[src/hdl/sdeq_pkg.sv]
`default_nettype none
package sdeq_pkg;

    // Result status codes
    typedef logic [1:0] t_status;
    localparam t_status ST_ADDED = 2'd0;
    localparam t_status ST_FULL  = 2'd1;
    localparam t_status ST_IDLE  = 2'd2;
    localparam t_status ST_FIRED = 2'd3;

    localparam int DL_W  = 32;
    localparam int TAG_W = 16;
    localparam int PEND_W = 5;

    // One stored event
    typedef struct packed {
        logic [DL_W-1:0]  dl;
        logic [TAG_W-1:0] tag;
    } t_entry;

endpackage
`default_nettype wire

[src/hdl/sorted_deadline_event_queue.sv]
`default_nettype none
// Results: an add into an empty queue, a full-queue drop, a tick with nothing due and a pop of
// the last entry strobe o_valid in the cycle after the transfer; an add that moves later
// entries steps through S_INS (and S_PLACE), a pop with more entries held through S_POP.
// Throughput: one item per result; busy is high while entries are moved and falls with the
// result strobe, set by the entry memory that moves one entry per cycle. No stall on output.
// Reset: synchronous active-low i_rst_n empties the queue; entry memory is not cleared.
module sorted_deadline_event_queue
    import sdeq_pkg::*;
#(
    parameter int QUEUE_DEPTH = 16
) (
    input  wire logic              i_clk,
    input  wire logic              i_rst_n,
    input  wire logic              start,
    output logic                   busy,
    input  wire logic              i_mode,
    input  wire logic [DL_W-1:0]   i_event_time,
    input  wire logic [TAG_W-1:0]  i_event_tag,
    input  wire logic [DL_W-1:0]   i_current_time,
    output logic                   o_valid,
    output logic [1:0]             o_status,
    output logic [TAG_W-1:0]       o_fired_tag,
    output logic                   o_head_valid,
    output logic [DL_W-1:0]        o_next_deadline,
    output logic [PEND_W-1:0]      o_pending_count
);

    localparam int AW = $clog2(QUEUE_DEPTH);
    localparam int CW = $clog2(QUEUE_DEPTH + 1);

    typedef enum logic [1:0] {
        S_IDLE,
        S_INS,
        S_PLACE,
        S_POP
    } t_state;

    t_state             r_state, n_state;
    logic [CW-1:0]      r_cnt, n_cnt;
    logic [AW-1:0]      r_idx, n_idx;
    t_entry             r_head, n_head;
    t_entry             r_new, n_new;
    logic               r_valid, n_valid;
    t_status            r_status, n_status;
    logic [TAG_W-1:0]   r_fired, n_fired;
    logic               r_hvalid, n_hvalid;
    logic [DL_W-1:0]    r_next_dl, n_next_dl;
    logic [PEND_W-1:0]  r_pend, n_pend;

    t_entry             r_mem [QUEUE_DEPTH];
    t_entry             r_rd_data;
    logic [AW-1:0]      w_rd_addr;
    logic               w_wr_en;
    logic [AW-1:0]      w_wr_addr;
    t_entry             w_wr_data;
    t_entry             w_in_entry;
    logic               w_fin;
    logic               w_due;
    logic [31:0]        w_cnt_ext;

    assign w_in_entry = '{dl: i_event_time, tag: i_event_tag};
    assign w_due      = (r_cnt != '0) && (r_head.dl <= i_current_time);
    assign w_cnt_ext  = 32'(n_cnt);

    // Entry memory: one write and one registered read per cycle
    always_ff @(posedge i_clk) begin
        if (w_wr_en) begin
            r_mem[w_wr_addr] <= w_wr_data;
        end
        r_rd_data <= r_mem[w_rd_addr];
    end

    // Sequencer: insert scans down from the tail, pop shifts down from entry one
    always_comb begin
        n_state   = r_state;
        n_cnt     = r_cnt;
        n_idx     = r_idx;
        n_head    = r_head;
        n_new     = r_new;
        n_valid   = 1'b0;
        n_status  = r_status;
        n_fired   = r_fired;
        n_hvalid  = r_hvalid;
        n_next_dl = r_next_dl;
        n_pend    = r_pend;
        w_rd_addr = '0;
        w_wr_en   = 1'b0;
        w_wr_addr = '0;
        w_wr_data = r_new;
        w_fin     = 1'b0;
        case (r_state)
            S_IDLE: begin
                if (start) begin
                    if (!i_mode) begin
                        n_new   = w_in_entry;
                        n_fired = '0;
                        if (r_cnt == CW'(QUEUE_DEPTH)) begin
                            n_status = ST_FULL;
                            w_fin    = 1'b1;
                        end else if (r_cnt == '0) begin
                            n_status  = ST_ADDED;
                            w_wr_en   = 1'b1;
                            w_wr_data = w_in_entry;
                            n_head    = w_in_entry;
                            n_cnt     = CW'(1);
                            w_fin     = 1'b1;
                        end else begin
                            n_status  = ST_ADDED;
                            w_rd_addr = AW'(r_cnt - 1'b1);
                            n_idx     = AW'(r_cnt - 1'b1);
                            n_state   = S_INS;
                        end
                    end else if (w_due) begin
                        n_status = ST_FIRED;
                        n_fired  = r_head.tag;
                        if (r_cnt == CW'(1)) begin
                            n_cnt = '0;
                            w_fin = 1'b1;
                        end else begin
                            w_rd_addr = AW'(1);
                            n_idx     = AW'(1);
                            n_state   = S_POP;
                        end
                    end else begin
                        n_status = ST_IDLE;
                        n_fired  = '0;
                        w_fin    = 1'b1;
                    end
                end
            end
            S_INS: begin
                w_wr_en   = 1'b1;
                w_wr_addr = AW'(r_idx + 1'b1);
                if (r_rd_data.dl > r_new.dl) begin
                    // move the later entry up one place
                    w_wr_data = r_rd_data;
                    if (r_idx == '0) begin
                        n_state = S_PLACE;
                    end else begin
                        w_rd_addr = AW'(r_idx - 1'b1);
                        n_idx     = AW'(r_idx - 1'b1);
                    end
                end else begin
                    w_wr_data = r_new;
                    n_cnt     = CW'(r_cnt + 1'b1);
                    w_fin     = 1'b1;
                    n_state   = S_IDLE;
                end
            end
            S_PLACE: begin
                w_wr_en   = 1'b1;
                w_wr_addr = '0;
                w_wr_data = r_new;
                n_head    = r_new;
                n_cnt     = CW'(r_cnt + 1'b1);
                w_fin     = 1'b1;
                n_state   = S_IDLE;
            end
            S_POP: begin
                w_wr_en   = 1'b1;
                w_wr_addr = AW'(r_idx - 1'b1);
                w_wr_data = r_rd_data;
                if (r_idx == AW'(1)) begin
                    n_head = r_rd_data;
                end
                if (CW'(CW'(r_idx) + 1'b1) == r_cnt) begin
                    n_cnt   = CW'(r_cnt - 1'b1);
                    w_fin   = 1'b1;
                    n_state = S_IDLE;
                end else begin
                    w_rd_addr = AW'(r_idx + 1'b1);
                    n_idx     = AW'(r_idx + 1'b1);
                end
            end
            default: begin
                n_state = S_IDLE;
            end
        endcase
        // Build the result from the updated queue
        if (w_fin) begin
            n_valid   = 1'b1;
            n_hvalid  = (n_cnt != '0);
            n_next_dl = (n_cnt != '0) ? n_head.dl : '0;
            n_pend    = w_cnt_ext[PEND_W-1:0];
        end
    end

    // Hold state and registered outputs
    always_ff @(posedge i_clk) begin
        if (!i_rst_n) begin
            r_state <= S_IDLE;
            r_cnt   <= '0;
            r_valid <= 1'b0;
        end else begin
            r_state <= n_state;
            r_cnt   <= n_cnt;
            r_valid <= n_valid;
        end
        r_idx     <= n_idx;
        r_head    <= n_head;
        r_new     <= n_new;
        r_status  <= n_status;
        r_fired   <= n_fired;
        r_hvalid  <= n_hvalid;
        r_next_dl <= n_next_dl;
        r_pend    <= n_pend;
    end

    assign busy            = (r_state != S_IDLE);
    assign o_valid         = r_valid;
    assign o_status        = r_status;
    assign o_fired_tag     = r_fired;
    assign o_head_valid    = r_hvalid;
    assign o_next_deadline = r_next_dl;
    assign o_pending_count = r_pend;

endmodule
`default_nettype wire

[config.mk]
export PLATFORM = sky130hd
export DESIGN_NAME = sorted_deadline_event_queue
export DESIGN_NICKNAME = d
export VERILOG_FILES = /design/src/hdl/sdeq_pkg.sv /design/src/hdl/sorted_deadline_event_queue.sv
export SDC_FILE = /design/constraint.sdc
export NUM_CORES = 1
export LEC_CHECK = 0
export BUFFER_PORTS_ARGS = -buffer_cell sky130_fd_sc_hd__clkbuf_2
export CORE_ASPECT_RATIO = 1.25
export CORE_UTILIZATION = 49
export DETAILED_ROUTE_END_ITERATION = 8
export MAX_ROUTING_LAYER = met4
export PLACE_DENSITY_LB_ADDON = 0.05
export SLEW_MARGIN = 20
export SYNTH_ARGS = -nofsm -noshare
export SYNTH_HDL_FRONTEND = slang
export SYNTH_SLANG_ARGS = --single-unit
[constraint.sdc]
create_clock -name i_clk -period 12.38 [get_ports i_clk]
set_input_delay 0 -clock i_clk [delete_from_list [all_inputs] [get_ports i_clk]]
set_output_delay 0 -clock i_clk [all_outputs]
set_load 0.005 [all_outputs]
==> out/qor.csv <==
stage,metric,value,unit
yosys,total of warnings raised by yosys,0,
job,number of max-capacitance violations reported,0,
die,I/O pin cnt,142,
timing,final critical-path share of the clock period,0.404,
placement,weighted congestion reported at the end of routability-driven placement,0.900,
worst_setup_path,minimum setup slack among reg-to-reg paths,7380,ps
power_and_ir_drop,power density over the cells,242,mW/mm²
cells_and_area,# nets final,2995,
yosys,register bit count reported by yosys,980,
clock_network,clock buffer depth,3,
timing,RSZ-0062 raised after global routing,no,
timing,fin crit period,5000,ps
die,core area,0.0818,mm²
placement,Detail Placement HPWL,60900,µm
clock_network,clock slew at reported path FFs,60,ps
drt,1st-iter DRT viols,2326,
clock_network,post-CTS setup buffer count,0,
drt,DRC Markers,0,
grt,maximum number of pins on one net before global-route repair,140,
clock_network,Root Buffer,sky130_fd_sc_hd__clkbuf_16,
die,Die Wd,260,µm
yosys,ranking of synthesized cells by instance count,"sky130_fd_sc_hd__edfxtp_1, sky130_fd_sc_hd__mux2i_1, sky130_fd_sc_hd__a22oi_1",
power_and_ir_drop,net load switching power,3.76,mW
clock_network,TritonCTS clock tree,built,
timing,Worst Hold Margin,82.5,ps
timing,number of pins with negative max-slew slack in the final report,0,
yosys,most area-consuming cells after synthesis,"sky130_fd_sc_hd__edfxtp_1, sky130_fd_sc_hd__mux2i_1, sky130_fd_sc_hd__dfxtp_1",
worst_setup_path,reg-to-reg startpoint,r_rd_data[23],
yosys,share of synthesized registers carrying an async set or reset,0,
worst_setup_path,arrival time at the worst endpoint,5550,ps
grt,global route total overflow,0,
yosys,mean instance size in the synthesized netlist,15.4,µm²
yosys,Synth top area share,0.658,
worst_setup_path,sort of element at the end of the critical path,flop,
worst_setup_path,beginning of the critical path,r_rd_data[23],
timing,relative slew slack,0.227,
timing,endpoints failing hold,0,
die,area of the die,0.0842,mm²
drt,Detail Route Antenna Nets,0,
min_path,worst hold-check path type,in2reg,
drt,DRT Wirelength,113000,µm
grt,number of antenna violations at the first check in global routing,1,
die,Die Span Y,324,µm
placement,input/output buffers,141,
drt,DR vias,24428,
yosys,number of different library cells in the post-synthesis netlist,73,
power_and_ir_drop,Peak supply drop,0.000173,V
timing,upper clock frequency limit,200,MHz
worst_setup_path,highest net fanout along the worst path,40,
timing,summed negative setup slack over all endpoints,0,ps
yosys,net count of the mapped netlist,2795,
drt,DR vias/cell,6.12,
power_and_ir_drop,part of the power in registers,0.434,
power_and_ir_drop,switching part of the total,0.334,
worst_setup_path,capture point of the worst reg-to-reg path,r_rd_data[34],
cells_and_area,ratio of cells with drive above 1 in the final layout,0.148,
grt,global-route wire length before repair,161000,µm
power_and_ir_drop,Total Power Consumption,11.3,mW
worst_setup_path,number of cells traversed by the worst register-to-register path,11,
drt,first drt pass iteration count,7,
cells_and_area,area grow syn2layout,14.6,%
drt,Wirelength per Cell,28.2,µm
min_path,depth of the worst hold-timing path,2,
yosys,sequential-to-total area share from yosys stat,0.702,
yosys,dominant cell by count in the synthesized netlist,sky130_fd_sc_hd__edfxtp_1,
timing,maximum clock skew at final layout,23.8,ps
status,outcome,"complete, no violations",
min_path,"Endpoint, Worst Hold",r_new[3],
grt,All-Layer GR Usage,0.275,
timing,transition time of the tightest slew-check pin,1150,ps
die,initial core utilization,0.497,
yosys,post-synthesis cell area,0.0407,mm²
die,number of cell rows,117,
power_and_ir_drop,Int Pwr,7.51,mW
grt,number of global-route vias before repair,23661,
worst_setup_path,type of element launching the critical path,flop,
clock_network,clk_lat worst skew,670,ps
power_and_ir_drop,Gate power share,0.298,
worst_setup_path,startpoint-to-endpoint class of the critical path,reg2reg,
clock_network,clock buffers created by TritonCTS,95,
min_path,worst min-delay path startpoint,i_event_tag[3],
power_and_ir_drop,Leak,15.4,nW
clock_network,number of levels in the clock H-tree,3,
worst_setup_path,Worst Path Required,12930,ps
timing,number of setup violations in the final report,0,
power_and_ir_drop,power share of the clock group,0.268,
clock_network,TritonCTS Sinks,980,
yosys,"EDFF count, synth",892,
yosys,post-synthesis instance total,2640,
yosys,top cell type by total area after synthesis,sky130_fd_sc_hd__edfxtp_1,
yosys,Most used DFF post-synth,sky130_fd_sc_hd__edfxtp_1,
## state kept, by name (all words and copies together), names as in the netlist
signal and count:
r_mem 768, r_head 48, r_new 48, r_rd_data 48, o_next_deadline 32, o_fired_tag 16
o_pending_count 5, r_cnt 5, r_idx 4, o_status 2, r_state 2, o_head_valid 1
o_valid 1
## stage by stage
step	worst slack [ps]	cell area, µm²	std cells	util
2_1_floorplan	7740	40700	2640	-
3_3_place_gp	7530	42700	3764	0.522
3_5_place_dp	7410	42800	3764	0.523
4_1_cts	7380	46600	3992	0.569
5_1_grt	7170	46600	3992	0.570
6_report	7380	46600	3994	0.570
## power groups by stage
stage               clock network [mW]  registers (mW)  logic, mW
global route                      3.18            4.93       3.64
CTS                               3.06            4.89       3.34
detailed placement                   0            4.96       3.31
finish                            3.02            4.90       3.36
global placement                     0            4.95       3.23
floorplan                            0            4.81       2.20
## cells in the final DEF (no fill, tap or decap), types with 10 or more instances in the layout
master | Yosys | layout
sky130_fd_sc_hd__clkbuf_1 | 59 | 25
sky130_fd_sc_hd__nor2_1 | 103 | 83
sky130_fd_sc_hd__clkbuf_16 | 0 | 97
sky130_fd_sc_hd__a221o_1 | 35 | 35
sky130_fd_sc_hd__o21ai_0 | 22 | 21
sky130_fd_sc_hd__a31oi_1 | 40 | 22
sky130_fd_sc_hd__xnor2_1 | 10 | 10
sky130_fd_sc_hd__mux2i_1 | 412 | 412
sky130_fd_sc_hd__clkbuf_8 | 0 | 14
sky130_fd_sc_hd__nor2b_1 | 15 | 15
sky130_fd_sc_hd__inv_1 | 99 | 99
sky130_fd_sc_hd__nand2_1 | 112 | 112
sky130_fd_sc_hd__clkinv_2 | 0 | 12
sky130_fd_sc_hd__clkbuf_2 | 0 | 141
sky130_fd_sc_hd__a211oi_1 | 47 | 47
sky130_fd_sc_hd__nor3_1 | 17 | 14
sky130_fd_sc_hd__and4_1 | 50 | 50
sky130_fd_sc_hd__dfxtp_1 | 88 | 86
sky130_fd_sc_hd__bufinv_16 | 0 | 11
sky130_fd_sc_hd__nand3_1 | 34 | 33
sky130_fd_sc_hd__buf_4 | 9 | 62
sky130_fd_sc_hd__nand4_1 | 14 | 14
sky130_fd_sc_hd__and2_1 | 29 | 29
sky130_fd_sc_hd__a22o_1 | 10 | 10
sky130_fd_sc_hd__a21oi_1 | 67 | 67
sky130_fd_sc_hd__a22oi_1 | 196 | 196
sky130_fd_sc_hd__edfxtp_1 | 892 | 892
sky130_fd_sc_hd__nor2_4 | 0 | 19
sky130_fd_sc_hd__a222oi_1 | 20 | 20
sky130_fd_sc_hd__dlygate4sd3_1 | 0 | 50
sky130_fd_sc_hd__a31oi_2 | 0 | 18
sky130_fd_sc_hd__ha_1 | 71 | 71
## critical path: stages (launching register included)
cell and delay [ps]:
sky130_fd_sc_hd__dfxtp_1 460, sky130_fd_sc_hd__ha_1 320, sky130_fd_sc_hd__a21oi_1 200, sky130_fd_sc_hd__o21ai_0 130, sky130_fd_sc_hd__a221oi_1 660, sky130_fd_sc_hd__nand3_1 200
sky130_fd_sc_hd__a21oi_1 500, sky130_fd_sc_hd__a32oi_1 430, sky130_fd_sc_hd__nor3_4 720, sky130_fd_sc_hd__buf_4 780, sky130_fd_sc_hd__a22oi_1 220, sky130_fd_sc_hd__and4_1 240
## kinds of logic after synthesis
family                     count (synthesis)  share of synthesized area
and+or+nand+nor                          418                     0.0550
AOI/OAI and AO/OA                        489                     0.0882
adders and majority gates                 71                     0.0218
DFF                                      980                      0.702
muxes                                    415                      0.102
buffers and inverters                    252                     0.0268
xor gates and xnor gates                  15                    0.00403
## area by class of cell
cell class                 count  area, µm²
antenna                        2       5.00
clock inverter                42        558
tap                         1071       1340
timing repair buffer         255       1710
fill                        6438      35200
inverter                     100        375
clock buffer                 136       2710
sequential                   980      28600
multi-input combinational   1408      11400
## repair_timing
item / 4_1_cts / 5_1_grt
resized for setup: 0 / 0
hold endpoints to repair: 129 / 0
hold buffers: 50 / 0
## worst max-delay path by stage
stage                         end  slack (ps)
2_1_floorplan       r_rd_data[17]        7740
3_3_place_gp        r_rd_data[37]        7530
3_5_place_dp   o_next_deadline[1]        7410
4_1_cts             r_rd_data[40]        7380
5_1_grt             r_rd_data[40]        7170
6_report            r_rd_data[34]        7380
## per-layer routing
layer | routed length (µm) | GRT usage
met5 | 0 | -
met4 | 3070 | 0.0846
met3 | 7320 | 0.0282
met2 | 53800 | 0.437
met1 | 48600 | 0.375
Power figures use the tool's default switching activity.
